--- config.mk ---
export PLATFORM = sky130hd
export DESIGN_NAME = diff_hunk_header_parser_core
export DESIGN_NICKNAME = d
export VERILOG_FILES = /design/src/hdl/dhhp_pkg.sv /design/src/hdl/dhhp_front.sv /design/src/hdl/dhhp_queue.sv /design/src/hdl/dhhp_back.sv /design/src/hdl/diff_hunk_header_parser_core.sv
export SDC_FILE = /design/constraint.sdc
export NUM_CORES = 1
export LEC_CHECK = 0
export BUFFER_PORTS_ARGS = -buffer_cell sky130_fd_sc_hd__buf_2
export CAP_MARGIN = 30
export CORE_MARGIN = 5
export CORE_UTILIZATION = 45
export CTS_CLUSTER_DIAMETER = 120
export DETAILED_ROUTE_END_ITERATION = 12
export PLACE_DENSITY_LB_ADDON = 0.1
export SETUP_SLACK_MARGIN = 0.3
export SLEW_MARGIN = 20
export SYNTH_ARGS = -nofsm -noshare
export SYNTH_HDL_FRONTEND = slang
export SYNTH_HIERARCHICAL = 1
export SYNTH_SLANG_ARGS = --single-unit
--- constraint.sdc ---
create_clock -name i_clk -period 11.7 [get_ports i_clk]
set_input_delay 1.17 -clock i_clk [delete_from_list [all_inputs] [get_ports i_clk]]
set_output_delay 1.17 -clock i_clk [all_outputs]
set_load 0.05 [all_outputs]
--- src/hdl/dhhp_pkg.sv ---
// ----------------------------------------------------------------------------
// dhhp_pkg
// Shared types and byte constants for the diff hunk header parser.
// ----------------------------------------------------------------------------
package dhhp_pkg;

    // Width of the signed line fields on the result word.
    localparam int LINE_OUT_W = 25;

    // APB data width.
    localparam int APB_DW = 32;
    localparam int APB_AW = 3;

    // Register index of the edited-side selector.
    localparam logic REG_EDITED_IS_OLD = 1'b0;

    // Byte codes the parser recognises.
    localparam logic [7:0] CH_0     = 8'h30;
    localparam logic [7:0] CH_9     = 8'h39;
    localparam logic [7:0] CH_A     = 8'h61;
    localparam logic [7:0] CH_C     = 8'h63;
    localparam logic [7:0] CH_D     = 8'h64;
    localparam logic [7:0] CH_COMMA = 8'h2C;
    localparam logic [7:0] CH_LF    = 8'h0A;
    localparam logic [7:0] CH_CR    = 8'h0D;

    // Class of one text byte, as decided by the front end.
    typedef enum logic [2:0] {
        CLS_OTHER,
        CLS_DIGIT,
        CLS_NL,
        CLS_COMMA,
        CLS_MODE
    } t_cls;

    // Hunk mode letter.
    typedef enum logic [1:0] {
        MODE_A = 2'd0,
        MODE_C = 2'd1,
        MODE_D = 2'd2
    } t_mode;

    // Kind of mark produced.
    typedef enum logic [1:0] {
        KIND_APPEND = 2'd0,
        KIND_CHANGE = 2'd1,
        KIND_DELETE = 2'd2
    } t_kind;

    // Parse position within a header.
    typedef enum logic [1:0] {
        PH_S1,
        PH_E1,
        PH_S2,
        PH_E2
    } t_phase;

    // One classified word carried from the front end to the back end.
    typedef struct packed {
        t_cls       cls;
        logic [3:0] digit;
        t_mode      mode;
        logic       eos;
    } t_qword;

endpackage

--- src/hdl/dhhp_front.sv ---
// ----------------------------------------------------------------------------
// dhhp_front
// Accepts text bytes and classifies each one into a queue word.
// ----------------------------------------------------------------------------
module dhhp_front (
    input  logic            i_valid,
    input  logic [7:0]      i_text_byte,
    input  logic            i_end_of_stream,
    input  logic            i_full,
    output logic            o_push,
    output dhhp_pkg::t_qword o_word
);
    import dhhp_pkg::*;

    logic [7:0] digit_off;

    // A byte is taken whenever the queue has room.
    assign o_push    = i_valid && !i_full;
    assign digit_off = i_text_byte - CH_0;

    // Classify the byte; the class, digit value, mode letter and end-of-stream flag travel on.
    always_comb begin
        o_word.cls   = CLS_OTHER;
        o_word.digit = 4'd0;
        o_word.mode  = MODE_A;
        o_word.eos   = i_end_of_stream;
        if (i_text_byte >= CH_0 && i_text_byte <= CH_9) begin
            o_word.cls   = CLS_DIGIT;
            o_word.digit = digit_off[3:0];
        end else begin
            unique case (i_text_byte)
                CH_LF, CH_CR: begin
                    o_word.cls = CLS_NL;
                end
                CH_COMMA: begin
                    o_word.cls = CLS_COMMA;
                end
                CH_A: begin
                    o_word.cls  = CLS_MODE;
                    o_word.mode = MODE_A;
                end
                CH_C: begin
                    o_word.cls  = CLS_MODE;
                    o_word.mode = MODE_C;
                end
                CH_D: begin
                    o_word.cls  = CLS_MODE;
                    o_word.mode = MODE_D;
                end
                default: begin
                    o_word.cls = CLS_OTHER;
                end
            endcase
        end
    end

endmodule

--- src/hdl/dhhp_queue.sv ---
// ----------------------------------------------------------------------------
// dhhp_queue
// Two-word queue between the classifying front end and the parsing back end.
// ----------------------------------------------------------------------------
module dhhp_queue (
    input  logic             i_clk,
    input  logic             i_rst_n,
    input  logic             i_push,
    input  dhhp_pkg::t_qword i_word,
    input  logic             i_pop,
    output logic             o_full,
    output logic             o_valid,
    output dhhp_pkg::t_qword o_word
);
    import dhhp_pkg::*;

    localparam int DEPTH = 2;

    t_qword     r_mem [DEPTH];
    logic       r_wr_ptr;
    logic       r_rd_ptr;
    logic [1:0] r_count;
    logic [1:0] n_count;

    assign o_full  = (r_count == 2'(DEPTH));
    assign o_valid = (r_count != 2'd0);
    assign o_word  = r_mem[r_rd_ptr];

    // Occupancy follows push and pop together.
    always_comb begin
        n_count = r_count;
        if (i_push && !(i_pop && o_valid)) begin
            n_count = r_count + 2'd1;
        end else if (!i_push && i_pop && o_valid) begin
            n_count = r_count - 2'd1;
        end
    end

    // Pointers and occupancy.
    always_ff @(posedge i_clk) begin
        if (!i_rst_n) begin
            r_wr_ptr <= 1'b0;
            r_rd_ptr <= 1'b0;
            r_count  <= 2'd0;
        end else begin
            r_count <= n_count;
            if (i_push) begin
                r_wr_ptr <= ~r_wr_ptr;
            end
            if (i_pop && o_valid) begin
                r_rd_ptr <= ~r_rd_ptr;
            end
        end
    end

    // Word storage.
    always_ff @(posedge i_clk) begin
        if (i_push) begin
            r_mem[r_wr_ptr] <= i_word;
        end
    end

    a_no_push_when_full : assert property (@(posedge i_clk) disable iff (!i_rst_n)
        i_push |-> (r_count != 2'(DEPTH)))
        else $error("word pushed into a full queue");

    a_count_bound : assert property (@(posedge i_clk) disable iff (!i_rst_n)
        r_count <= 2'(DEPTH))
        else $error("queue occupancy beyond its depth");

endmodule

--- src/hdl/dhhp_back.sv ---
// ----------------------------------------------------------------------------
// dhhp_back
// Runs the header parser on classified words and registers each mark.
// ----------------------------------------------------------------------------
module dhhp_back #(
    parameter int LINE_WIDTH     = 24,
    parameter int MAX_HEADER_LEN = 99
) (
    input  logic                                  i_clk,
    input  logic                                  i_rst_n,
    input  logic                                  i_edited_is_old,
    input  logic                                  i_q_valid,
    input  dhhp_pkg::t_qword                      i_q_word,
    output logic                                  o_pop,
    output logic                                  o_out_valid,
    input  logic                                  i_out_stall,
    output logic [1:0]                            o_mark_kind,
    output logic signed [dhhp_pkg::LINE_OUT_W-1:0] o_first_line,
    output logic signed [dhhp_pkg::LINE_OUT_W-1:0] o_last_line
);
    import dhhp_pkg::*;

    localparam int LEN_W = $clog2(MAX_HEADER_LEN + 1);
    localparam int EXT_W = (LINE_WIDTH > LINE_OUT_W) ? LINE_WIDTH : LINE_OUT_W;

    // Parser state.
    logic                  r_at_head,       n_at_head;
    logic                  r_in_header,     n_in_header;
    logic [LEN_W-1:0]      r_len,           n_len;
    t_phase                r_phase,         n_phase;
    logic                  r_failed,        n_failed;
    t_mode                 r_mode,          n_mode;
    logic [LINE_WIDTH-1:0] r_old_start,     n_old_start;
    logic [LINE_WIDTH-1:0] r_old_end,       n_old_end;
    logic                  r_old_end_given, n_old_end_given;
    logic [LINE_WIDTH-1:0] r_new_start,     n_new_start;
    logic [LINE_WIDTH-1:0] r_new_end,       n_new_end;
    logic                  r_new_end_given, n_new_end_given;

    // Result register.
    logic                  r_out_valid;
    t_kind                 r_kind;
    logic [LINE_OUT_W-1:0] r_first;
    logic [LINE_OUT_W-1:0] r_last;

    logic                  out_free;
    logic                  fire;
    t_kind                 fin_kind;
    logic [LINE_OUT_W-1:0] fin_first;
    logic [LINE_OUT_W-1:0] fin_last;
    logic [LINE_WIDTH-1:0] acc_in;
    logic [LINE_WIDTH-1:0] acc_out;

    // Decimal accumulate with saturation at the line width.
    function automatic logic [LINE_WIDTH-1:0] add_digit(
        input logic [LINE_WIDTH-1:0] cur,
        input logic [3:0]            d
    );
        logic [LINE_WIDTH+3:0] prod;
        prod = ((LINE_WIDTH + 4)'(cur) << 3) + ((LINE_WIDTH + 4)'(cur) << 1)
             + (LINE_WIDTH + 4)'(d);
        if (prod[LINE_WIDTH+3:LINE_WIDTH] != 4'd0) begin
            return '1;
        end
        return prod[LINE_WIDTH-1:0];
    endfunction

    assign out_free = !r_out_valid || !i_out_stall;
    assign o_pop    = i_q_valid && out_free;

    // The one number being built in the current phase goes through a shared adder.
    always_comb begin
        unique case (r_phase)
            PH_S1:   acc_in = r_old_start;
            PH_E1:   acc_in = r_old_end;
            PH_S2:   acc_in = r_new_start;
            PH_E2:   acc_in = r_new_end;
            default: acc_in = r_new_end;
        endcase
        acc_out = add_digit(acc_in, i_q_word.digit);
    end

    // Next parser state and the mark for a finished header.
    always_comb begin
        logic [EXT_W-1:0] s_ext;
        logic [EXT_W-1:0] e_ext;
        logic             off;
        logic             nl_fire;

        n_at_head       = r_at_head;
        n_in_header     = r_in_header;
        n_len           = r_len;
        n_phase         = r_phase;
        n_failed        = r_failed;
        n_mode          = r_mode;
        n_old_start     = r_old_start;
        n_old_end       = r_old_end;
        n_old_end_given = r_old_end_given;
        n_new_start     = r_new_start;
        n_new_end       = r_new_end;
        n_new_end_given = r_new_end_given;
        nl_fire         = 1'b0;

        // Line head, line end, or one byte of a header.
        if (r_at_head) begin
            if (i_q_word.cls != CLS_NL) begin
                n_at_head = 1'b0;
                if (i_q_word.cls == CLS_DIGIT) begin
                    n_in_header     = 1'b1;
                    n_len           = LEN_W'(1);
                    n_phase         = PH_S1;
                    n_failed        = 1'b0;
                    n_mode          = MODE_A;
                    n_old_start     = LINE_WIDTH'(i_q_word.digit);
                    n_old_end       = '0;
                    n_new_start     = '0;
                    n_new_end       = '0;
                    n_old_end_given = 1'b0;
                    n_new_end_given = 1'b0;
                end
            end
        end else if (i_q_word.cls == CLS_NL) begin
            nl_fire     = r_in_header;
            n_in_header = 1'b0;
            n_len       = '0;
            n_at_head   = 1'b1;
        end else if (r_in_header) begin
            if (!r_failed) begin
                unique case (r_phase)
                    PH_S1: begin
                        if (i_q_word.cls == CLS_COMMA) begin
                            n_old_end_given = 1'b1;
                            n_phase         = PH_E1;
                        end else if (i_q_word.cls == CLS_MODE) begin
                            n_mode  = i_q_word.mode;
                            n_phase = PH_S2;
                        end else if (i_q_word.cls == CLS_DIGIT) begin
                            n_old_start = acc_out;
                        end else begin
                            n_failed = 1'b1;
                        end
                    end
                    PH_E1: begin
                        if (i_q_word.cls == CLS_MODE) begin
                            n_mode  = i_q_word.mode;
                            n_phase = PH_S2;
                        end else if (i_q_word.cls == CLS_DIGIT) begin
                            n_old_end = acc_out;
                        end else begin
                            n_failed = 1'b1;
                        end
                    end
                    PH_S2: begin
                        if (i_q_word.cls == CLS_COMMA) begin
                            n_new_end_given = 1'b1;
                            n_phase         = PH_E2;
                        end else if (i_q_word.cls == CLS_DIGIT) begin
                            n_new_start = acc_out;
                        end else begin
                            n_failed = 1'b1;
                        end
                    end
                    PH_E2: begin
                        if (i_q_word.cls == CLS_DIGIT) begin
                            n_new_end = acc_out;
                        end else begin
                            n_failed = 1'b1;
                        end
                    end
                    default: begin
                        n_failed = 1'b1;
                    end
                endcase
            end
            n_len = r_len + LEN_W'(1);
            if (n_len >= LEN_W'(MAX_HEADER_LEN)) begin
                n_len       = '0;
                n_in_header = 1'b0;
            end
        end

        // Mark from the state as it stands after this byte.
        if (i_edited_is_old) begin
            s_ext = EXT_W'(n_old_start);
            e_ext = n_old_end_given ? EXT_W'(n_old_end) : EXT_W'(n_old_start);
            unique case (n_mode)
                MODE_A:  fin_kind = KIND_DELETE;
                MODE_C:  fin_kind = KIND_CHANGE;
                default: fin_kind = KIND_APPEND;
            endcase
            off = (n_mode != MODE_A);
        end else begin
            s_ext = EXT_W'(n_new_start);
            e_ext = n_new_end_given ? EXT_W'(n_new_end) : EXT_W'(n_new_start);
            unique case (n_mode)
                MODE_A:  fin_kind = KIND_APPEND;
                MODE_C:  fin_kind = KIND_CHANGE;
                default: fin_kind = KIND_DELETE;
            endcase
            off = (n_mode != MODE_D);
        end
        fin_first = s_ext[LINE_OUT_W-1:0] - LINE_OUT_W'(off);
        fin_last  = e_ext[LINE_OUT_W-1:0] - LINE_OUT_W'(off);
        fire      = (nl_fire || (i_q_word.eos && n_in_header))
                    && !n_failed && (n_phase == PH_S2 || n_phase == PH_E2);

        // End of stream returns the parser to the line head.
        if (i_q_word.eos) begin
            n_at_head       = 1'b1;
            n_in_header     = 1'b0;
            n_len           = '0;
            n_phase         = PH_S1;
            n_failed        = 1'b0;
            n_mode          = MODE_A;
            n_old_start     = '0;
            n_old_end       = '0;
            n_new_start     = '0;
            n_new_end       = '0;
            n_old_end_given = 1'b0;
            n_new_end_given = 1'b0;
        end
    end

    // Parser registers advance on every word taken from the queue.
    always_ff @(posedge i_clk) begin
        if (!i_rst_n) begin
            r_at_head       <= 1'b1;
            r_in_header     <= 1'b0;
            r_len           <= '0;
            r_phase         <= PH_S1;
            r_failed        <= 1'b0;
            r_mode          <= MODE_A;
            r_old_start     <= '0;
            r_old_end       <= '0;
            r_old_end_given <= 1'b0;
            r_new_start     <= '0;
            r_new_end       <= '0;
            r_new_end_given <= 1'b0;
        end else if (o_pop) begin
            r_at_head       <= n_at_head;
            r_in_header     <= n_in_header;
            r_len           <= n_len;
            r_phase         <= n_phase;
            r_failed        <= n_failed;
            r_mode          <= n_mode;
            r_old_start     <= n_old_start;
            r_old_end       <= n_old_end;
            r_old_end_given <= n_old_end_given;
            r_new_start     <= n_new_start;
            r_new_end       <= n_new_end;
            r_new_end_given <= n_new_end_given;
        end
    end

    // Result valid flag.
    always_ff @(posedge i_clk) begin
        if (!i_rst_n) begin
            r_out_valid <= 1'b0;
        end else if (out_free) begin
            r_out_valid <= o_pop && fire;
        end
    end

    // Result word.
    always_ff @(posedge i_clk) begin
        if (o_pop && fire) begin
            r_kind  <= fin_kind;
            r_first <= fin_first;
            r_last  <= fin_last;
        end
    end

    assign o_out_valid  = r_out_valid;
    assign o_mark_kind  = r_kind;
    assign o_first_line = r_first;
    assign o_last_line  = r_last;

    a_header_not_at_head : assert property (@(posedge i_clk) disable iff (!i_rst_n)
        r_in_header |-> !r_at_head)
        else $error("header open while at line head");

    a_header_len_range : assert property (@(posedge i_clk) disable iff (!i_rst_n)
        r_in_header |-> (r_len != '0 && r_len < LEN_W'(MAX_HEADER_LEN)))
        else $error("header length outside its range");

    a_mark_needs_word : assert property (@(posedge i_clk) disable iff (!i_rst_n)
        $rose(r_out_valid) |-> $past(o_pop))
        else $error("mark raised without a word taken");

endmodule

--- src/hdl/diff_hunk_header_parser_core.sv ---
// ----------------------------------------------------------------------------
// diff_hunk_header_parser_core
// Parses normal-format diff hunk headers from a byte stream into marks.
//
//   Channel  Handshake                  Word
//   -------  -------------------------  --------------------------------------
//   in       i_in_valid / o_in_stall    i_text_byte, i_end_of_stream
//   out      o_out_valid / i_out_stall  o_mark_kind, o_first_line, o_last_line
//   cfg      APB psel/penable/pready    edited_is_old at byte address 0
//
// One byte is taken per cycle while no mark is stalled at the output; the parser
// updates its small registers and the shared decimal accumulator once per byte.
// A mark is registered once its closing byte leaves the queue for the parser.
// A two-word queue parts the classifier from the parser, so it takes up to
// two more bytes while a mark is stalled, then o_in_stall rises.
// Reset is synchronous and active low; it clears the parser and sets
// edited_is_old to 0. There is no clearing pass.
// ----------------------------------------------------------------------------
module diff_hunk_header_parser_core #(
    parameter int LINE_WIDTH     = 24,
    parameter int MAX_HEADER_LEN = 99
) (
    input  logic                                   i_clk,
    input  logic                                   i_rst_n,
    // Text input
    input  logic                                   i_in_valid,
    output logic                                   o_in_stall,
    input  logic [7:0]                             i_text_byte,
    input  logic                                   i_end_of_stream,
    // Mark output
    output logic                                   o_out_valid,
    input  logic                                   i_out_stall,
    output logic [1:0]                             o_mark_kind,
    output logic signed [dhhp_pkg::LINE_OUT_W-1:0] o_first_line,
    output logic signed [dhhp_pkg::LINE_OUT_W-1:0] o_last_line,
    // Configuration
    input  logic                                   psel,
    input  logic                                   penable,
    input  logic                                   pwrite,
    input  logic [dhhp_pkg::APB_AW-1:0]            paddr,
    input  logic [dhhp_pkg::APB_DW-1:0]            pwdata,
    output logic [dhhp_pkg::APB_DW-1:0]            prdata,
    output logic                                   pready
);
    import dhhp_pkg::*;

    logic   r_edited_is_old;
    logic   q_full;
    logic   q_push;
    logic   q_valid;
    logic   q_pop;
    t_qword front_word;
    t_qword q_word;

    // Configuration register; word index taken from the upper address bit.
    assign pready = 1'b1;

    always_ff @(posedge i_clk) begin
        if (!i_rst_n) begin
            r_edited_is_old <= 1'b0;
        end else if (psel && penable && pwrite && pready
                     && paddr[2] == REG_EDITED_IS_OLD) begin
            r_edited_is_old <= pwdata[0];
        end
    end

    always_comb begin
        prdata = '0;
        if (paddr[2] == REG_EDITED_IS_OLD) begin
            prdata[0] = r_edited_is_old;
        end
    end

    assign o_in_stall = q_full;

    dhhp_front u_front (
        .i_valid         (i_in_valid),
        .i_text_byte     (i_text_byte),
        .i_end_of_stream (i_end_of_stream),
        .i_full          (q_full),
        .o_push          (q_push),
        .o_word          (front_word)
    );

    dhhp_queue u_queue (
        .i_clk   (i_clk),
        .i_rst_n (i_rst_n),
        .i_push  (q_push),
        .i_word  (front_word),
        .i_pop   (q_pop),
        .o_full  (q_full),
        .o_valid (q_valid),
        .o_word  (q_word)
    );

    dhhp_back #(
        .LINE_WIDTH     (LINE_WIDTH),
        .MAX_HEADER_LEN (MAX_HEADER_LEN)
    ) u_back (
        .i_clk           (i_clk),
        .i_rst_n         (i_rst_n),
        .i_edited_is_old (r_edited_is_old),
        .i_q_valid       (q_valid),
        .i_q_word        (q_word),
        .o_pop           (q_pop),
        .o_out_valid     (o_out_valid),
        .i_out_stall     (i_out_stall),
        .o_mark_kind     (o_mark_kind),
        .o_first_line    (o_first_line),
        .o_last_line     (o_last_line)
    );

endmodule
==> flow_summary.ini <==
[outcome]
outcome = finished clean

[clocking]
cts-root-to-sink-buffers = 2
tritoncts = done
cts_buffers = 17
h-tree-depth = 4
path_clk_slew_ns = 0.08
clkSinkCount = 191
post-cts-setup-buffers = 0
worstSkewPairLatency_ns = 0.47
clk_root_buffer_cell = clkbuf_16
postCtsResizedCells = 0
post_cts_hold_buffer_count = 0

[die]
initial_util = 0.456
fp.dieArea_mm2 = 0.0357
fp.dieW_um = 189
core_region_area_mm2 = 0.0316
rows = 65
io_pins = 138
chipHeight_um = 189

[yosys]
synth_top_cells_by_area = dfxtp_1 17%, edfxtp_1 15%, nand2_1 4.7%
synthesis.instances = 1721
post-synth-top-area-cell = dfxtp_1
postSynth.topFlopCell = dfxtp_1
synth_seq_area_share = 0.315
yosys_warnings = 6
synth_top_area_share = 0.165
synth-edff-count = 72
ys_async_sr_fraction = 0
synth_area_per_inst_um2 = 8.38
synthesis.area_mm2 = 0.0144
synth-seq-cells = 191
count_of_distinct_cell_types_in_the_synthesized_netlist = 96

[grt]
grt_start_max_net_pins = 78
antenna_found_initial = 0
global_route_wire_length_before_repair_um = 79600
grt_usage = 0.287
global_route.overflow_total = 0
first_global_vias = 13200

[setup_path]
worst_path_largest_cell_delay_ns = 0.65
path_common_cell = ha_1
critical_path.slowest_cell = mux4_2
timing_worst_setup_path_type = reg -> reg
r2r_cells = 25
worst_ep_arrival_time_ns = 8.26
timing.reg2reg.setup_slack_ns = 3.63
worst_flop_to_flop_path_endpoint = u_back/o_first_line[22]$_DFFE_PP_
worst_path_dominant_cell_family = compound AO/OA/AOI/OAI gates
startpoint_type = flop
crit_path_to = u_back/o_first_line[22]$_DFFE_PP_
cp_num_buf_inv = 4
crit_path_end_kind = flop
critical_path_peak_fanout = 42
critical_path_cell_count = 25
worst_setup_path_startpoint = u_back/r_phase[1]$_SDFFE_PN0P_
timing.critical_path.required_ns = 11.89
startpoint_of_the_lowest_slack_register_to_register_path = u_back/r_phase[1]$_SDFFE_PN0P_

[layout]
layout-drive-gt1-share = 0.128
areaGrowthSynthToFinish_pct = 8.41
commonest_non_fill_non_tap_cells_in_the_layout = 180 x nand2_1, 134 x nor2_1, 128 x o21ai_0
final_net_count = 1840
finish.cell_count_without_fillers = 2149
insertedDiodeCount = 0
mostFrequentLayoutCell = nand2_1

[detailed_routing]
routed-via-count = 14100
post_drt_via_cell_ratio = 6.54
drt-total-wl_um = 52800
detail-route-antenna-nets = 0
violation_count_after_the_first_detailed_routing_iteration = 1827
drt_pre_antenna_iters = 6
routed_wire_length_per_instance_um = 24.6
route.detailed.drc = 0

[timing]
fin_crit_sh = 0.690
relSlewSlack = 0.372
final.min_clock_period_ns = 8.07
setup_viol = 0
achievable-frequency_mhz = 124
timing.setup.tns_ns = 0
timing_worst_slew_pin_value_ns = 0.940
hold_ws_ns = 0.492
timing_max_transition_violations_final = 0
finClkSkew_ns = 0.0179
hold_viol_final = 0
grt_setup_unrepaired = false
setup_ws_ns = 3.63

[placement]
port-buffer-count = 72
detailedPlace.worstSlack_ns = 3.77
place_congestion = 0.953
placed_cells_incl_taps = 2115
dpl.hpwl_um = 35700

[hold_path]
holdCritPathClass = reg -> reg
startpoint_of_the_worst_hold_path = u_back/r_new_end[10]$_SDFFE_PN0P_

[pwr]
power.density_cell_area_mw_per_mm2 = 97.8
power_leakage_uw = 0.00577
vdd_ir_drop_max_uv = 113

[flow_run]
timing.max_cap.violations = 0
[worst min-delay path by stage]
stage / to / cells after the start
finish: u_back/r_new_end[10]$_SDFFE_PN0P_ / 2
global route: u_back/r_new_end[10]$_SDFFE_PN0P_ / 2
CTS: u_back/r_new_end[10]$_SDFFE_PN0P_ / 2
detailed placement: u_back/r_new_end[10]$_SDFFE_PN0P_ / 2
global placement: u_back/r_new_end[10]$_SDFFE_PN0P_ / 2
floorplan: r_edited_is_old$_SDFFE_PN0P_ / 2
[Yosys cell counts (all sizes together) (7+ instances only)]
master / n
nand2: 181
nor2: 135
o21ai: 132
dfxtp: 119
a21oi: 109
clkbuf: 87
nor2b: 86
edfxtp: 72
a22oi: 63
buf: 63
ha: 53
nor3: 48
nand3: 44
xnor2: 42
a31oi: 35
and2: 34
xor2: 27
mux4: 24
a21boi: 22
inv: 22
a211oi: 21
nand2b: 20
o211ai: 19
and3: 18
a21o: 13
mux2: 13
o21a: 12
or3: 12
o31ai: 11
nor4: 10
o22ai: 10
a311oi: 9
nand4: 9
nor3b: 9
a32oi: 8
mux2i: 8
o32ai: 7
[final cells by class]
| class | count | area (um^2) |
|---|---|---|
| fillers | 3071 | 16000 |
| well taps | 402 | 503 |
| clock buffers | 23 | 532 |
| multi-input cells | 1388 | 9200 |
| clock inverters | 9 | 67.6 |
| repair buffers | 114 | 703 |
| flip-flops and latches | 191 | 4550 |
| inverters | 22 | 82.6 |
[registers in the layout, summed over array words and instances, names as in the netlist, 2 cells and up, named ones only]
| signal | count |
|---|---|
| u_back/r_old_end | 24 |
| u_back/o_first_line | 25 |
| u_back/r_phase | 2 |
| u_queue/r_mem | 20 |
| u_back/r_len | 7 |
| u_back/r_new_end | 24 |
| u_queue/r_count | 2 |
| u_back/r_mode | 2 |
| u_back/r_old_start | 24 |
| u_back/o_mark_kind | 2 |
| u_back/o_last_line | 25 |
| u_back/r_new_start | 24 |
[kinds of logic after synthesis]
kind of cell    Yosys count  share of synthesized area
simple gates            643                      0.231
compound gates          544                      0.251
flops                   191                      0.315
buf+inv                 172                     0.0579
xor+xnor                 69                     0.0419
fa+ha+maj                55                     0.0488
mux                      45                     0.0532
other cells               2                   0.000521
[tightest hold or removal path: cells and delay by family (launching register included)]
kind	cells	cell delay [ns]
AOI/OAI and AO/OA	1	0.07
DFF	1	0.33
and+or+nand+nor	1	0.05
[per-stage QoR]
| stage | instance area, um^2 | util | power [uW] |
|---|---|---|---|
| after floorplan | 14500 | - | 869 |
| after global placement | 15000 | 0.473 | 928 |
| after detailed placement | 15000 | 0.475 | 933 |
| after CTS | 15600 | 0.494 | 1530 |
| after global routing | 15600 | 0.494 | 1580 |
| final | 15600 | 0.494 | 1530 |
[power by group]
| group | total [uW] | internal, uW | switching, uW |
|---|---|---|---|
| logic | 224 | 59.0 | 165 |
| clock network | 604 | 324 | 280 |
| registers | 702 | 697 | 4.65 |
| total | 1530 | 1080 | 449 |
[per-layer routing]
metal	global-route usage	wire (um)	up-vias	part of all wire
li1	-	-	6385	-
met1	0.373	21000	6661	0.40
met2	0.444	23400	826	0.44
met3	0.0669	5370	183	0.10
met4	0.152	3030	0	0.057
met5	0	0	-	0
No activity file was read; power rests on OpenSTA's default activity.
